## config.mk

```make
export PLATFORM = sky130hd
export DESIGN_NAME = lzsd_front
export DESIGN_NICKNAME = d
export VERILOG_FILES = /design/src/design/lzsd_pkg.sv /design/src/design/lzsd_front.sv
export SDC_FILE = /design/constraint.sdc
export NUM_CORES = 1
export LEC_CHECK = 0
export ABC_AREA = 1
export BUFFER_PORTS_ARGS = -buffer_cell sky130_fd_sc_hd__buf_2
export CAP_MARGIN = 15
export CORE_ASPECT_RATIO = 0.75
export CORE_MARGIN = 2
export CORE_UTILIZATION = 55
export DETAILED_ROUTE_END_ITERATION = 10
export PLACE_DENSITY = 0.83
export SLEW_MARGIN = 20
export SYNTH_ARGS = -nofsm -noshare
export SYNTH_HDL_FRONTEND = slang
export SYNTH_SLANG_ARGS = --single-unit
```

## constraint.sdc

```tcl
create_clock -name aclk -period 5.45 [get_ports aclk]
set_input_delay 0.8175 -clock aclk [delete_from_list [all_inputs] [get_ports aclk]]
set_output_delay 0.8175 -clock aclk [all_outputs]
set_load 0.01 [all_outputs]
```

## src/design/lzsd_pkg.sv

```systemverilog
// Shared constants and the command word passed from the parser to the copy engine.
`timescale 1ns / 1ps
`default_nettype none
package lzsd_pkg;

    localparam int HISTORY_BITS_DEF = 12;
    localparam int BYTE_W           = 8;
    localparam int COUNT_W          = 32;
    localparam int DIST_W           = 13;
    localparam int LEN_W            = 5;
    localparam int OFFSET_BITS      = 12;
    localparam int MIN_MATCH        = 3;
    localparam int CMD_FIFO_DEPTH   = 4;
    localparam int USER_W           = 3;

    typedef enum logic [1:0] {
        ERR_OK           = 2'd0,
        ERR_BEFORE_START = 2'd1,
        ERR_CLIPPED      = 2'd2
    } err_code_t;

    typedef struct packed {
        logic               is_match;
        logic [BYTE_W-1:0]  lit;
        logic [DIST_W-1:0]  match_dist;
        logic [LEN_W-1:0]   cnt;
        logic               clipped;
        logic               ends_stream;
        logic               new_stream;
    } cmd_t;

endpackage
`default_nettype wire

```

## src/design/lzsd_front.sv

```systemverilog
// Front end: parses header, flag, literal and token bytes into copy commands.
`timescale 1ns / 1ps
`default_nettype none
module lzsd_front (
    input  wire logic                          aclk,
    input  wire logic                          aresetn,
    input  wire logic                          s_tvalid,
    output logic                               s_tready,
    input  wire logic [lzsd_pkg::BYTE_W-1:0]   s_tdata,
    input  wire logic                          cmd_full,
    output logic                               cmd_push,
    output lzsd_pkg::cmd_t                     cmd_data
);
    import lzsd_pkg::*;

    typedef enum logic [2:0] {
        PH_HDR0  = 3'd0,
        PH_HDR1  = 3'd1,
        PH_HDR2  = 3'd2,
        PH_HDR3  = 3'd3,
        PH_FLAG  = 3'd4,
        PH_ITEM  = 3'd5,
        PH_TOKLO = 3'd6
    } phase_t;

    phase_t              phase_reg, phase_next;
    logic [COUNT_W-1:0]  hdr_reg, hdr_next;
    logic [COUNT_W-1:0]  remaining_reg, remaining_next;
    logic [BYTE_W-1:0]   flag_bits_reg, flag_bits_next;
    logic [3:0]          flag_index_reg, flag_index_next;
    logic [BYTE_W-1:0]   token_high_reg, token_high_next;
    logic                new_stream_reg, new_stream_next;

    logic                accept;
    logic [15:0]         token;
    logic [LEN_W-1:0]    len;
    logic [DIST_W-1:0]   match_dist;
    logic                len_ge;
    logic                clipped;
    logic [LEN_W-1:0]    cnt;
    logic [3:0]          idx_inc;
    logic [COUNT_W-1:0]  hdr_shift;

    assign s_tready   = !cmd_full;
    assign accept     = s_tvalid && !cmd_full;
    assign token      = {token_high_reg, s_tdata};
    assign len        = LEN_W'(token[15:OFFSET_BITS]) + LEN_W'(MIN_MATCH);
    assign match_dist = DIST_W'(token[OFFSET_BITS-1:0]) + DIST_W'(1);
    assign len_ge     = COUNT_W'(len) >= remaining_reg;
    assign clipped    = COUNT_W'(len) > remaining_reg;
    assign cnt        = len_ge ? remaining_reg[LEN_W-1:0] : len;
    assign idx_inc    = flag_index_reg + 4'd1;
    assign hdr_shift  = {hdr_reg[COUNT_W-BYTE_W-1:0], s_tdata};

    always_comb begin
        phase_next      = phase_reg;
        hdr_next        = hdr_reg;
        remaining_next  = remaining_reg;
        flag_bits_next  = flag_bits_reg;
        flag_index_next = flag_index_reg;
        token_high_next = token_high_reg;
        new_stream_next = new_stream_reg;
        cmd_push        = 1'b0;
        cmd_data.is_match    = 1'b0;
        cmd_data.lit         = s_tdata;
        cmd_data.match_dist  = match_dist;
        cmd_data.cnt         = LEN_W'(1);
        cmd_data.clipped     = 1'b0;
        cmd_data.ends_stream = 1'b0;
        cmd_data.new_stream  = new_stream_reg;
        if (accept) begin
            unique case (phase_reg) inside
                PH_HDR0, PH_HDR1, PH_HDR2: begin
                    hdr_next   = hdr_shift;
                    phase_next = (phase_reg == PH_HDR0) ? PH_HDR1 :
                                 (phase_reg == PH_HDR1) ? PH_HDR2 : PH_HDR3;
                end
                PH_HDR3: begin
                    hdr_next        = hdr_shift;
                    remaining_next  = hdr_shift;
                    flag_index_next = 4'd0;
                    new_stream_next = 1'b1;
                    phase_next      = (hdr_shift == '0) ? PH_HDR0 : PH_FLAG;
                end
                PH_FLAG: begin
                    flag_bits_next  = s_tdata;
                    flag_index_next = 4'd0;
                    phase_next      = PH_ITEM;
                end
                PH_ITEM: begin
                    if (!flag_bits_reg[flag_index_reg[2:0]]) begin
                        cmd_push             = 1'b1;
                        cmd_data.ends_stream = (remaining_reg == COUNT_W'(1));
                        remaining_next       = remaining_reg - COUNT_W'(1);
                        new_stream_next      = 1'b0;
                        flag_index_next      = idx_inc;
                        phase_next = (remaining_reg == COUNT_W'(1)) ? PH_HDR0 :
                                     idx_inc[3] ? PH_FLAG : PH_ITEM;
                    end else begin
                        token_high_next = s_tdata;
                        phase_next      = PH_TOKLO;
                    end
                end
                PH_TOKLO: begin
                    cmd_push             = 1'b1;
                    cmd_data.is_match    = 1'b1;
                    cmd_data.cnt         = cnt;
                    cmd_data.clipped     = clipped;
                    cmd_data.ends_stream = len_ge;
                    remaining_next       = remaining_reg - COUNT_W'(cnt);
                    new_stream_next      = 1'b0;
                    flag_index_next      = idx_inc;
                    phase_next = len_ge ? PH_HDR0 : idx_inc[3] ? PH_FLAG : PH_ITEM;
                end
                default: begin
                    // unused code: acts as first header byte
                    hdr_next   = COUNT_W'(s_tdata);
                    phase_next = PH_HDR1;
                end
            endcase
        end
    end

    always_ff @(posedge aclk) begin
        if (!aresetn) begin
            phase_reg      <= PH_HDR0;
            hdr_reg        <= '0;
            remaining_reg  <= '0;
            flag_bits_reg  <= '0;
            flag_index_reg <= '0;
            token_high_reg <= '0;
            new_stream_reg <= 1'b0;
        end else begin
            phase_reg      <= phase_next;
            hdr_reg        <= hdr_next;
            remaining_reg  <= remaining_next;
            flag_bits_reg  <= flag_bits_next;
            flag_index_reg <= flag_index_next;
            token_high_reg <= token_high_next;
            new_stream_reg <= new_stream_next;
        end
    end

    assert property (@(posedge aclk) disable iff (!aresetn)
        (phase_reg == PH_ITEM || phase_reg == PH_TOKLO) |-> remaining_reg != '0)
        else $error("item phase with nothing left to decode");

    assert property (@(posedge aclk) disable iff (!aresetn)
        cmd_push && cmd_data.ends_stream |=> phase_reg == PH_HDR0)
        else $error("stream end did not re-arm header parsing");

endmodule
`default_nettype wire

```

==> results <==
- The clock net in this run drives a total of 80 sinks.
- Dividing the detail-routed wire length by the instance count gives 15.5 um.
- The library cell used most frequently in the layout, excluding fill and tap cells, is nand2_1.
- Gates resized during post-CTS repair numbered 0.
- The count of different cell masters after synthesis is 36.
- The final number of setup-violating endpoints is 0.
- Data arrives at the worst endpoint at 4.10 ns.
- The detailed router placed 6730 vias in this run.
- In the synthesized netlist, the number of instances is 1023.
- The top cell types in the final layout, fill and taps aside, are nand2_1 (282), nor2_1 (127), nand3_1 (127), inv_1 (121), a21oi_1 (84).
- The critical path class is register to register.
- The sequential share of power is 0.434.
- The most used cell along the critical path is nand2_1.
- STA classifies the critical path startpoint as a register.
- The slowest library cell on the worst path is nor2_1.
- The setup TNS after final layout is 0 ns.
- The maximum number of pins on one net before global-route repair is 48.
- The remaining global-route overflow is 0.
- Total power for the finished layout comes to 1390 uW.
- The tool flagged a number of max-cap violations equal to 0.
- The highest achievable clock rate is 259 MHz.
- Once the clock tree was built, the setup fixing pass inserted 0 buffers.
- The combinational family with the most area after synthesis is simple AND/OR/NAND/NOR gates.
- In the synthesized netlist the dominant register cell turns out to be dfxtp_1.
- The class of the tightest hold or removal check is register to register.
- Detailed placement finished with a half-perimeter wire length of 12900 um.
- Of the total power, the share spent switching nets is 0.298.
- The power per standard cell area is 216 mW/mm2.
- The global-route wire length before repair is 29000 um.
- The number of flops mapped to enable cells by yosys is 0.
- The area of the die is 0.0116 mm2.
- The total nets after synthesis is 1053.
- The number of remaining DRC errors is 0.
- Buffers inserted to repair hold after CTS numbered 0.
- Of the total synthesized cell area, the portion taken by XOR and XNOR cells is 0.0192.
- The buffer levels on the longest clock path is 2.
- The analysis attributes to net switching a power of 413 uW.
- The flow ran to the end, and the final reports show no timing, DRC or antenna violations.
- The site row count is 32.
- The synthesized netlist occupies a cell area of 0.00594 mm2.
- The time the worst path needs with I/O delays and setup is 3.87 ns.
- From left edge to right edge, the die measures 124 um.
- After floorplanning, the core was sized to cover 0.0104 mm2.
- The number of DRC violations after detailed-routing iteration 0 is 977.
- Internal power comes to 975 uW.
- Pin placement for this block handled 44 I/O pins.
- Clock tree synthesis inserted a total of 9 buffers.
- In the finished design, the share of the clock period the worst path needs comes to 0.709.
- The H-tree generated during clock tree synthesis spans 3 levels.
- The final count of hold timing violations is 0.
- Setup slack on the critical path of the routed design comes to 1.58 ns.
- The share of synthesized area in the top cell type comes to 0.270.
- Measured against its own limit, the worst slew margin works out to 0.266.
- The clock latency of the later-clocked register in the worst-skew pair is 0.35 ns.
- The post-placement cell count is 1163.
- Routability-driven placement finished with a final weighted congestion of 0.965.
- The relative contribution of combinational cells to total power is 0.123.
- The maximum clock skew at final layout is 0.00848 ns.
- The worst-case vdd ir drop is 0.209 mV.
- The flip-flop count of the largest register after layout is 32.
- The CTS root buffer is clkbuf_16.
- The proportion of power drawn by the clock network is 0.444.
- For this run, the total global-route usage over all layers was measured as 0.321.
- The count of final max-slew check failures is 0.
- Counting both buffers and inverters, the worst setup path holds a total of 4.
- Counting flops with an async set or reset pin after synthesis yields a share of 0.
- The initial antenna violation count is 0.
- The library cell with the largest summed area after synthesis is dfxtp_1.
- The critical path's top delay family is simple AND/OR/NAND/NOR gates.
- The post-synthesis compound-gate area fraction was 0.144.
- Setup repair after global routing left no endpoint under its margin.
- The share of cells above drive strength 1 is 0.0709.
- The starting density of the core is 0.570.
- In this run the worst path has a maximum fanout of 7.
- The synthesized flop and latch total is 80.
- The stage delay of the slowest cell on the critical path is 0.39 ns.
- The per-cell via count in the routed design is 5.71.
- The number of global-route vias before repair is 5807.
- The area fraction in and, or, nand and nor cells after synthesis is 0.411.
- The first detailed-routing pass ran for 5 iterations.
- Compared with the post-synthesis result, the final layout area differs by 8.09%.
- The number of synthesis warnings is 0.
- For this run, the register share of the synthesized area comes to 0.270.
- The final net count is 1068.
- The detail route stage leaves a number of antenna-violating nets equal to 0.
- The worst setup slack for register-to-register paths is 1.58 ns.
- For this run, the number of standard cells in the final layout without fillers is 1179.
- The worst setup path is captured at a register.
- For the pin with the worst max-slew slack, the measured transition is 1.10 ns.
- The floorplan step set the die height to 94.0 um.
- The port buffer count is 43.
- Sorting the synthesized cells by area gives the leading types as dfxtp_1 (27%), nand2_1 (18%), nand3_1 (11%).
- TritonCTS built the clock tree.
- The clock slew at the register clock pins of the worst setup and hold paths is 0.07 ns.
- The post-synthesis average cell area is 5.80 um2.
- Of the post-synthesis cell area, the part taken by muxes is 0.
- The fraction of the mapped netlist area in adder cells is 0.0392.
- The required time of the critical path is 5.69 ns.
- Timing analysis after detailed placement gives a worst setup slack of 1.70 ns.
- In this run the static leakage power is 0.00299 uW.
- The repair_antennas step left the layout with diodes totalling 0.
- For this block, the routed nets add up to 18300 um of wire.
[stage by stage]
| step | instance area (um2) | hold WS, ns | util |
|---|---|---|---|
| 2_1_floorplan | 5940 | 0.429 | - |
| 3_3_place_gp | 6120 | 0.446 | 0.588 |
| 3_5_place_dp | 6120 | 0.453 | 0.588 |
| 4_1_cts | 6420 | 0.463 | 0.616 |
| 5_1_grt | 6420 | 0.484 | 0.616 |
| 6_report | 6420 | 0.460 | 0.616 |
[cell families (layout without fill, tap and decap cells)]
| group | Yosys count | after routing |
|---|---|---|
| AOI/OAI and AO/OA | 168 | 168 |
| xor gates and xnor gates | 13 | 13 |
| buffers and inverters | 168 | 188 |
| DFF | 80 | 80 |
| adders and majority gates | 18 | 18 |
| and+or+nand+nor | 576 | 576 |
[Yosys cell counts (10+ instances only)]
library cell / instances
nand4_1: 19
ha_1: 17
inv_1: 121
o21ai_0: 75
buf_4: 13
xor2_1: 10
dfxtp_1: 80
nand3_1: 127
a21oi_1: 84
clkbuf_1: 19
nand2_1: 282
nor2_1: 127
[per-layer routing]
metal,global-route usage,vias to the layer above,share of wire
met3,0.0922,35,0.12
met1,0.468,2977,0.45
met2,0.459,388,0.41
met5,0,-,0
li1,-,3330,-
met4,0.0824,0,0.017
[power groups by stage]
stage	clock network, uW	logic (uW)	registers [uW]
floorplan	0	122	611
global placement	0	162	614
detailed placement	0	163	615
CTS	614	165	601
global route	645	191	603
finish	616	170	602
[cell type report]
cell class              count  area, um2
inverters                 126        473
clock buffers              10        239
repair buffers             46        238
clock inverters             6       55.1
well taps                 136        170
fillers                  1004       3990
multi-input cells         775       3640
flip-flops and latches     80       1600
[final timing paths]
check / startpoint / cells past startpoint / end
setup / recovery: token_high_reg[4]$_SDFFE_PN0P_ / 25 / remaining_reg[19]$_SDFFE_PN0P_
hold / removal: flag_bits_reg[3]$_SDFFE_PN0P_ / 2 / flag_bits_reg[3]$_SDFFE_PN0P_
setup reg to reg: token_high_reg[4]$_SDFFE_PN0P_ / 25 / remaining_reg[19]$_SDFFE_PN0P_
hold reg to reg: flag_bits_reg[3]$_SDFFE_PN0P_ / 2 / flag_bits_reg[3]$_SDFFE_PN0P_
[worst register-to-register path, delay by kind of cell (launching register included)]
family	cells	cell delay (ns)
fa+ha+maj	3	0.88
simple gates	17	1.93
compound gates	1	0.07
buf+inv	4	0.48
flops	1	0.38
Power figures use the tool's default switching activity.
