$ cat config.mk
export PLATFORM = sky130hd
export DESIGN_NAME = lzsd_cmd_fifo
export DESIGN_NICKNAME = d
export VERILOG_FILES = /design/src/design/lzsd_pkg.sv /design/src/design/lzsd_cmd_fifo.sv
export SDC_FILE = /design/constraint.sdc
export NUM_CORES = 1
export LEC_CHECK = 0
export ABC_AREA = 1
export BUFFER_PORTS_ARGS = -buffer_cell sky130_fd_sc_hd__buf_4
export CAP_MARGIN = 20
export CORE_MARGIN = 4
export CORE_UTILIZATION = 40
export CTS_CLUSTER_DIAMETER = 30
export DETAILED_ROUTE_END_ITERATION = 6
export PLACE_DENSITY = 0.6
export SLEW_MARGIN = 20
export SYNTH_ARGS = -nofsm -noshare
export SYNTH_HDL_FRONTEND = slang
export SYNTH_SLANG_ARGS = --single-unit
export TNS_END_PERCENT = 100
$ cat constraint.sdc
create_clock -name aclk -period 2.2 [get_ports aclk]
set_input_delay 0.11 -clock aclk [delete_from_list [all_inputs] [get_ports aclk]]
set_output_delay 0.11 -clock aclk [all_outputs]
set_load 0.02 [all_outputs]
$ cat src/design/lzsd_pkg.sv
// Shared constants and the command word passed from the parser to the copy engine.
`timescale 1ns / 1ps
`default_nettype none
package lzsd_pkg;

    localparam int HISTORY_BITS_DEF = 12;
    localparam int BYTE_W           = 8;
    localparam int COUNT_W          = 32;
    localparam int DIST_W           = 13;
    localparam int LEN_W            = 5;
    localparam int OFFSET_BITS      = 12;
    localparam int MIN_MATCH        = 3;
    localparam int CMD_FIFO_DEPTH   = 4;
    localparam int USER_W           = 3;

    typedef enum logic [1:0] {
        ERR_OK           = 2'd0,
        ERR_BEFORE_START = 2'd1,
        ERR_CLIPPED      = 2'd2
    } err_code_t;

    typedef struct packed {
        logic               is_match;
        logic [BYTE_W-1:0]  lit;
        logic [DIST_W-1:0]  match_dist;
        logic [LEN_W-1:0]   cnt;
        logic               clipped;
        logic               ends_stream;
        logic               new_stream;
    } cmd_t;

endpackage
`default_nettype wire

$ cat src/design/lzsd_cmd_fifo.sv
// Short command queue between the parser and the copy engine.
`timescale 1ns / 1ps
`default_nettype none
module lzsd_cmd_fifo (
    input  wire logic           aclk,
    input  wire logic           aresetn,
    input  wire logic           push,
    input  lzsd_pkg::cmd_t      push_data,
    output logic                full,
    input  wire logic           pop,
    output lzsd_pkg::cmd_t      pop_data,
    output logic                not_empty
);
    import lzsd_pkg::*;

    localparam int PTR_W = $clog2(CMD_FIFO_DEPTH);
    localparam int CNT_W = $clog2(CMD_FIFO_DEPTH + 1);

    cmd_t             mem_reg [CMD_FIFO_DEPTH];
    logic [PTR_W-1:0] wr_ptr_reg, wr_ptr_next;
    logic [PTR_W-1:0] rd_ptr_reg, rd_ptr_next;
    logic [CNT_W-1:0] count_reg, count_next;

    assign full      = (count_reg == CNT_W'(CMD_FIFO_DEPTH));
    assign not_empty = (count_reg != '0);
    assign pop_data  = mem_reg[rd_ptr_reg];

    always_comb begin
        wr_ptr_next = wr_ptr_reg;
        rd_ptr_next = rd_ptr_reg;
        count_next  = count_reg;
        if (push) begin
            wr_ptr_next = (wr_ptr_reg == PTR_W'(CMD_FIFO_DEPTH - 1)) ? '0
                                                                     : wr_ptr_reg + PTR_W'(1);
        end
        if (pop) begin
            rd_ptr_next = (rd_ptr_reg == PTR_W'(CMD_FIFO_DEPTH - 1)) ? '0
                                                                     : rd_ptr_reg + PTR_W'(1);
        end
        if (push && !pop) begin
            count_next = count_reg + CNT_W'(1);
        end else if (pop && !push) begin
            count_next = count_reg - CNT_W'(1);
        end
    end

    always_ff @(posedge aclk) begin
        if (push) begin
            mem_reg[wr_ptr_reg] <= push_data;
        end
    end

    always_ff @(posedge aclk) begin
        if (!aresetn) begin
            wr_ptr_reg <= '0;
            rd_ptr_reg <= '0;
            count_reg  <= '0;
        end else begin
            wr_ptr_reg <= wr_ptr_next;
            rd_ptr_reg <= rd_ptr_next;
            count_reg  <= count_next;
        end
    end

    assert property (@(posedge aclk) disable iff (!aresetn) full |-> !push)
        else $error("command queue overflow");

    assert property (@(posedge aclk) disable iff (!aresetn) !not_empty |-> !pop)
        else $error("command queue underflow");

endmodule
`default_nettype wire

==> impl_metrics.csv, run 1 <==
group,metric,value,unit
clock_tree,cts.path.max_buffers,2,
drt,first_pass_iters,4,
critical_path,rr_startpoint,"wr_ptr_reg[0]",
drt,totalWireLength,9929,um
worst_hold_path,worstHoldPathType,"in -> reg",
timing,clock.fmax,517.1,MHz
timing,fin_crit_sh,87.90,%
floorplan,die_area,0.01424,mm^2
synthesis,syn-num-nets,392,
power,p_leak,2.422,nW
drt,drt-initial-drc-count,267,
synthesis,syn_inst,351,
drt,via_count,3073,
worst_hold_path,min-delay-start,"push",
timing,worst_pin_slew,367.4,ps
global_routing,grt_pass1_wl,15950,um
floorplan,initial_core_util,41.10,%
finish,fin_area,0.006554,mm^2
clock_tree,path_clk_slew,60,ps
timing,maxSlewViolCount,0,
timing,setup_viol,0,
global_routing,grt-ovfl-total,0,
synthesis,synth_area,0.004957,mm^2
clock_tree,clkSinkCount,129,
clock_tree,cts_made_buffers,17,
timing,relSlewSlack,75.51,%
status,outcome,"completed",
floorplan,core-area,0.01206,mm^2
clock_tree,cts_root_buf,"clkbuf_16",
finish,final_cell_mix,"edfxtp_1 (120), buf_4 (74), nor2_1 (69), o21ai_0 (33), dlygate4sd3_1 (32)",
drt,wl_per_cell,15.51,um
clock_tree,cts_resized,0,
critical_path,cp-start-kind,"flip-flop",
timing,rsz0062_at_grt,"no",
critical_path,max_stage_delay,550,ps
clock_tree,cts_tree,"yes",
drt,detail_route.vias_per_cell,4.802,
global_routing,grt_pass1_vias,3045,
clock_tree,htree_levels,4,
synthesis,synth_cell_types,19,
synthesis,ys_warn_count,0,
critical_path,crit_path_max_fanout,22,
finish,final_common_cell,"edfxtp_1",
timing,fin_crit,1934,ps
placement,placed_area,0.005599,mm^2
global_routing,grt_max_degree,61,
floorplan,rows,40,
clock_tree,clock_latency,410,ps
placement,place_congestion,0.7337,
finish,final_cell_count_no_fill,640,
critical_path,ff2ff_setup_slack,770,ps
floorplan,pin_count,66,
drt,ant_nets,0,
synthesis,synth_area_per_cell,14.12,um^2
finish,fin_nets,500,
critical_path,path_cells,"buf_4 > o21ai_0 > o22ai_1 > buf_4",
synthesis,seq_area_frac_synth,76.33,%
critical_path,crit_type,"reg -> out",
power,peakVddDrop,0.0005401,V
placement,place_inst,576,
critical_path,endpoint_kind,"primary output",
finish,num_antenna_cells,0,
synthesis,synth-seq-cells,129,
critical_path,critical_path_arrival,1820,ps
finish,synthToLayoutAreaGrowth,32.21,%
floorplan,fp.dieH,119.3,um
global_routing,grt_use_total,14.73,%
timing,timing.hold.ws,55.60,ps
placement,dp_slack,696.1,ps
critical_path,endpoint,"pop_data[9]",
critical_path,r2r_cells,4,
critical_path,slowest_stage,"dfxtp_2",
global_routing,antenna_found_initial,0,
drt,drcViolationCount,0,
timing,final-hold-violation-count,0,
finish,largest_reg_flops,120,
critical_path,timing.rr.end,"mem_reg[3][28]",
timing,finalClockSkew,5.531,ps
critical_path,critPathRequiredTime,2090,ps
finish,drive_above_1_share,23.31,%
critical_path,cp_common_cell,"buf_4",
placement,place_hpwl,6024,um
placement,portBuffers,65,
finish,fillers,981,
power,p_per_area,996.9,mW/mm^2
floorplan,die_w,119.3,um
timing,setup_tns,0,ps
run,drv_cap,0,
timing,fin_ws,266.3,ps
==> per-layer routing <==
metal	global-route usage (%)	vias up	wire, um
met5	0	-	0
met4	5.583	0	165
met3	5.413	16	638
met2	22.78	91	4743
met1	19.01	1449	4381
li1	-	1517	-
==> final cells by class <==
class                   count  area (um^2)  area share [%]
clock inverters            15        209.0           3.188
flip-flops and latches    129         3785           57.75
well taps                 168        210.2           3.207
repair buffers            108        915.9           13.97
clock buffers              17        425.4           6.491
multi-input cells         187        940.9           14.36
inverters                  16        67.56           1.031
==> power breakdown <==
part | total [mW] | switching [mW] | internal (mW)
Combinational | 0.728 | 0.429 | 0.299
Clock | 2.96 | 1.06 | 1.91
Sequential | 2.84 | 0.0421 | 2.80
Total | 6.53 | 1.53 | 5.01
==> stage by stage <==
step                utilization (%)  power (mW)
CTS                           54.34       6.599
global route                  54.34       6.790
floorplan                         -       3.292
global placement              46.42       3.571
finish                        54.34       6.533
detailed placement            46.42       3.587
==> how the worst min path moves through the flow <==
| stage | endpoint | slack [ps] | cells after the start |
|---|---|---|---|
| after global routing | wr_ptr_reg[1] | 70 | 3 |
| after detailed placement | mem_reg[1][14] | 320 | 1 |
| after global placement | mem_reg[0][27] | 310 | 1 |
| final | wr_ptr_reg[1] | 60 | 3 |
| after floorplan | mem_reg[0][0] | 210 | 0 |
| after CTS | wr_ptr_reg[1] | 40 | 3 |
==> cell usage after synthesis <==
cell      instances  area (um^2)
nand2_1           9        33.78
buf_4             3        22.52
a21oi_1           3        15.01
fa_1              1        20.02
nand4_1           1        6.260
buf_2             6        30.03
o21ai_0          33        165.2
edfxtp_1        120         3603
ha_1              6        75.07
dfxtp_1           9        180.2
o21ai_1          30        150.1
xor2_1            1        8.760
inv_1            15        56.30
buf_6            10        112.6
nand3_1           1        5.000
nor2_1           69        259.0
o22ai_1          30        187.7
inv_8             1        11.26
nor3_1            3        15.01
==> critical path: cells and delay by family (launching register included) <==
| kind | cells | cell delay, ps |
|---|---|---|
| buffers and inverters | 2 | 490 |
| flip-flops | 1 | 550 |
| AO/OA/AOI/OAI | 2 | 360 |
==> what timing repair did <==
item / 4_1_cts / 5_1_grt
hold endpoints to repair: 127 / 0
hold buffers: 32 / 0
setup buffers: 0 / 0
==> cell families (layout without fill, tap and decap cells) <==
| family | Yosys count | in the layout | synth area share (%) |
|---|---|---|---|
| AOI/OAI and AO/OA | 96 | 96 | 10.45 |
| xor gates and xnor gates | 1 | 1 | 0.1767 |
| adders and majority gates | 7 | 7 | 1.918 |
| buffers and inverters | 35 | 156 | 4.695 |
| DFF | 129 | 129 | 76.33 |
| and+or+nand+nor | 83 | 83 | 6.436 |
No activity file was read; power rests on OpenSTA's default activity.
==> inputs of run 2 (changes only) <==
Settings changed: PLACE_DENSITY 0.6 to 0.65.
==> impl_metrics.csv, run 2 (synthesis results as in run 1) <==
group,metric,value,unit
finish,fin_nets,497,
global_routing,grt_use_total,14.42,%
worst_hold_path,hold_depth,3,
critical_path,slowest_stage,"inv_1",
clock_tree,cts_tree,"yes",
critical_path,path_buf_inv,3,
critical_path,cp-start-kind,"flip-flop",
placement,place_hpwl,5876,um
critical_path,critPathRequiredTime,2090,ps
finish,final_common_cell,"edfxtp_1",
floorplan,die_area,0.01424,mm^2
clock_tree,cts.path.max_buffers,2,
clock_tree,clock_latency,410,ps
floorplan,rows,40,
timing,setup_viol,0,
global_routing,grt-ovfl-total,0,
worst_hold_path,min-delay-start,"pop",
timing,fin_crit,1964,ps
power,p_leak,2.388,nW
finish,final_cell_mix,"edfxtp_1 (120), buf_4 (71), nor2_1 (69), o21ai_0 (33), dlygate4sd3_1 (31)",
timing,worst_pin_slew,544.2,ps
critical_path,path_depth,5,
power,total_power,6.338,mW
floorplan,initial_core_util,41.10,%
finish,synthToLayoutAreaGrowth,31.12,%
power,switching_share,23.13,%
critical_path,path_cells,"inv_1 > buf_4 > o21ai_1 > o22ai_1 > buf_4",
power,combPwrFrac,11.4,%
timing,final-hold-violation-count,0,
critical_path,critical_path_arrival,1850,ps
drt,via_count,3090,
timing,setup_tns,0,ps
placement,place_congestion,0.7493,
global_routing,grt_pass1_vias,3104,
drt,wl_per_cell,15.64,um
finish,num_antenna_cells,0,
timing,finalClockSkew,7.540,ps
clock_tree,cts_root_buf,"clkbuf_16",
critical_path,r2r_cells,5,
clock_tree,cts_made_buffers,17,
floorplan,die_w,119.3,um
finish,drive_above_1_share,22.39,%
critical_path,endpoint_kind,"primary output",
drt,drt-initial-drc-count,310,
floorplan,fp.dieH,119.3,um
floorplan,pin_count,66,
clock_tree,path_clk_slew,50,ps
power,switchingPower,1.466,mW
power,seqPwrFrac,44.9,%
critical_path,cp_common_cell,"buf_4",
status,outcome,"completed",
drt,ant_nets,0,
global_routing,antenna_found_initial,0,
clock_tree,htree_levels,4,
power,p_clk_share,43.7,%
critical_path,crit_type,"reg -> out",
critical_path,crit_path_max_fanout,17,
floorplan,core-area,0.01206,mm^2
drt,drcViolationCount,0,
global_routing,grt_max_degree,61,
critical_path,cp_top_family,"buffers and inverters",
worst_hold_path,worstHoldPathType,"in -> reg",
critical_path,rr_startpoint,"wr_ptr_reg[1]",
drt,detail_route.vias_per_cell,4.851,
timing,clock.fmax,509.2,MHz
power,peakVddDrop,0.0005991,V
placement,portBuffers,65,
clock_tree,clkSinkCount,129,
run,drv_cap,0,
drt,first_pass_iters,5,
critical_path,max_stage_delay,400,ps
drt,totalWireLength,9963,um
power,p_per_area,975.1,mW/mm^2
timing,fin_crit_sh,89.27,%
global_routing,grt_pass1_wl,15810,um
timing,rsz0062_at_grt,"no",
timing,relSlewSlack,63.68,%
clock_tree,cts_resized,0,
finish,largest_reg_flops,120,
power,internal_power,4.872,mW
timing,maxSlewViolCount,0,
-- run 2: what timing repair did --
item,in CTS,in global routing
hold buffers,31,0
endpoints found under the hold margin,125,0
buffers inserted,0,0
-- run 2: final timing paths --
check	endpoint	slack [ps]
max	pop_data[10]	240
min	rd_ptr_reg[1]	40
max reg2reg	mem_reg[1][4]	620
min reg2reg	wr_ptr_reg[1]	530
-- run 2: tightest hold or removal path: cells and delay by family --
| family | cells | cell delay [ps] |
|---|---|---|
| AO/OA/AOI/OAI | 1 | 70 |
| buffers and inverters | 1 | 80 |
| AND/OR/NAND/NOR | 1 | 130 |
-- run 2: metal layers --
| layer | GRT usage (%) | wire, um |
|---|---|---|
| met3 | 5.556 | 648 |
| met2 | 22.32 | 4726 |
| met4 | 4.653 | 94 |
| met5 | 0 | 0 |
| met1 | 18.76 | 4494 |
-- run 2: area by class of cell --
| type | count | area, um^2 |
|---|---|---|
| Multi-Input combinational cell | 187 | 940.9 |
| Tap cell | 168 | 210.2 |
| Inverter | 16 | 67.56 |
| Sequential cell | 129 | 3785 |
| Clock buffer | 18 | 429.2 |
| Clock inverter | 14 | 163.9 |
| Timing Repair Buffer | 105 | 903.4 |
| Fill cell | 983 | 5562 |
-- run 2: power groups by stage --
| stage | Clock, mW | Combinational [mW] | Sequential, mW |
|---|---|---|---|
| CTS | 2.82 | 0.733 | 2.85 |
| floorplan | 0 | 0.413 | 2.88 |
| detailed placement | 0 | 0.687 | 2.90 |
| finish | 2.77 | 0.724 | 2.85 |
| global placement | 0 | 0.680 | 2.89 |
| global route | 2.95 | 0.794 | 2.85 |
-- run 2: per-stage QoR --
stage	cells	utilization, %	instance area [um^2]	hold WS (ps)	setup WS (ps)
after global placement	574	46.40	5597	312.8	666.4
final	637	53.89	6500	35.90	236.0
after floorplan	351	-	4957	208.9	630.5
after CTS	637	53.89	6500	18.79	211.3
after detailed placement	574	46.40	5597	317.5	642.6
after global routing	637	53.89	6500	39.56	115.8
==> inputs of run 3 (changes only) <==
Clock period 2.2 ns to 1.88 ns, I/O delays scaled along.
==> impl_metrics.csv, run 3 (synthesis results as in run 1) <==
group,metric,value,unit
power,total_power,7.278,mW
floorplan,core-area,0.01206,mm^2
status,outcome,"completed",
clock_tree,htree_levels,4,
worst_hold_path,worstHoldPathType,"in -> reg",
drt,ant_nets,0,
drt,wl_per_cell,15.60,um
global_routing,grt-ovfl-total,0,
global_routing,antenna_found_initial,0,
clock_tree,cts_made_buffers,17,
worst_hold_path,min-delay-start,"pop",
drt,drcViolationCount,0,
global_routing,grt_pass1_wl,16200,um
drt,drt-initial-drc-count,172,
clock_tree,clock_latency,400,ps
floorplan,fp.dieH,119.3,um
clock_tree,path_clk_slew,50,ps
critical_path,critical_path_arrival,1630,ps
critical_path,crit_type,"reg -> out",
power,p_leak,2.421,nW
finish,drive_above_1_share,22.95,%
clock_tree,cts.path.max_buffers,2,
power,p_per_area,1118,mW/mm^2
floorplan,pin_count,66,
global_routing,grt_use_total,14.81,%
placement,place_hpwl,6139,um
finish,num_antenna_cells,0,
finish,largest_reg_flops,120,
finish,fin_nets,503,
floorplan,die_w,119.3,um
placement,portBuffers,65,
timing,fin_crit,1727,ps
clock_tree,cts_root_buf,"clkbuf_16",
timing,rsz0062_at_grt,"no",
drt,detail_route.vias_per_cell,4.830,
finish,final_cell_count_no_fill,643,
timing,final-hold-violation-count,0,
run,drv_cap,0,
critical_path,critPathRequiredTime,1790,ps
drt,via_count,3106,
timing,worst_pin_slew,384.5,ps
timing,relSlewSlack,74.34,%
placement,place_inst,580,
placement,place_congestion,0.7372,
clock_tree,clkSinkCount,129,
finish,synthToLayoutAreaGrowth,31.37,%
drt,totalWireLength,10030,um
power,peakVddDrop,0.0006508,V
clock_tree,post_cts_buffers,0,
critical_path,cp-start-kind,"flip-flop",
critical_path,crit_path_max_fanout,17,
finish,final_common_cell,"edfxtp_1",
timing,fin_crit_sh,91.84,%
timing,setup_viol,0,
drt,first_pass_iters,5,
floorplan,initial_core_util,41.10,%
critical_path,endpoint_kind,"primary output",
clock_tree,cts_tree,"yes",
finish,fillers,1001,
global_routing,grt_pass1_vias,3169,
finish,fin_area,0.006513,mm^2
finish,final_cell_mix,"edfxtp_1 (120), buf_4 (78), nor2_1 (69), o21ai_0 (33), dlygate4sd3_1 (31)",
global_routing,grt_max_degree,61,
timing,clock.fmax,579.1,MHz
timing,setup_tns,0,ps
timing,maxSlewViolCount,0,
timing,finalClockSkew,5.060,ps
placement,placed_area,0.005629,mm^2
critical_path,rr_startpoint,"wr_ptr_reg[0]",
floorplan,die_area,0.01424,mm^2
floorplan,rows,40,
run 3: cell types whose count changed in the layout (fill, tap and decap cells not counted):
| cell | delta |
|---|---|
| clkbuf_1 | +4 |
| dfxtp_2 | -1 |
| clkinvlp_4 | -4 |
| clkinv_2 | +2 |
| bufinv_16 | -2 |
| dfxtp_4 | +1 |
| buf_4 | +7 |
| clkbuf_16 | +2 |
| clkinv_1 | -2 |
| buf_12 | -1 |
run 3: layer usage:
metal	track usage [%]	wire, um
met5	0	0
met4	4.796	150
met3	5.176	523
met2	24.87	4908
met1	17.89	4450
run 3: power breakdown:
| group | total [mW] | switching, mW | internal (mW) |
|---|---|---|---|
| logic | 0.865 | 0.509 | 0.356 |
| clock network | 3.09 | 1.11 | 1.97 |
| registers | 3.32 | 0.0462 | 3.28 |
run 3: critical path, stage by stage, from the launching register on:
cell	delay, ps
dfxtp_1	320
inv_1	140
buf_4	270
o21ai_1	100
o22ai_1	200
buf_4	190
run 3: what timing repair did:
action	CTS	global route
resized for setup	0	1
hold endpoints to repair	127	0
hold buffers	31	0
setup endpoints to repair	0	2
run 3: final cells by class:
class | instances | area, um^2 | area share (%)
Clock buffer | 24 | 494.2 | 7.589
Clock inverter | 8 | 76.32 | 1.172
Inverter | 16 | 67.56 | 1.037
Multi-Input combinational cell | 187 | 940.9 | 14.45
Sequential cell | 129 | 3787 | 58.16
Tap cell | 168 | 210.2 | 3.228
Timing Repair Buffer | 111 | 935.9 | 14.37
run 3: metrics by stage:
| step | setup WS [ps] | hold WS (ps) | utilization, % |
|---|---|---|---|
| floorplan | 310.5 | 192.9 | - |
| global placement | 465.9 | 296.1 | 46.67 |
| detailed placement | 449.7 | 297.5 | 46.67 |
| CTS | 82.30 | 8.066 | 53.97 |
| global route | 25.88 | 24.10 | 53.99 |
| finish | 153.3 | 23.18 | 53.99 |
run 3: path summary, 6_finish.rpt:
| kind | end | slack, ps | cells after the start |
|---|---|---|---|
| worst max-delay path | pop_data[29] | 150 | 5 |
| worst min-delay path | rd_ptr_reg[1] | 20 | 3 |
| worst max register to register | mem_reg[2][11] | 440 | 5 |
| worst min register to register | wr_ptr_reg[1] | 540 | 2 |
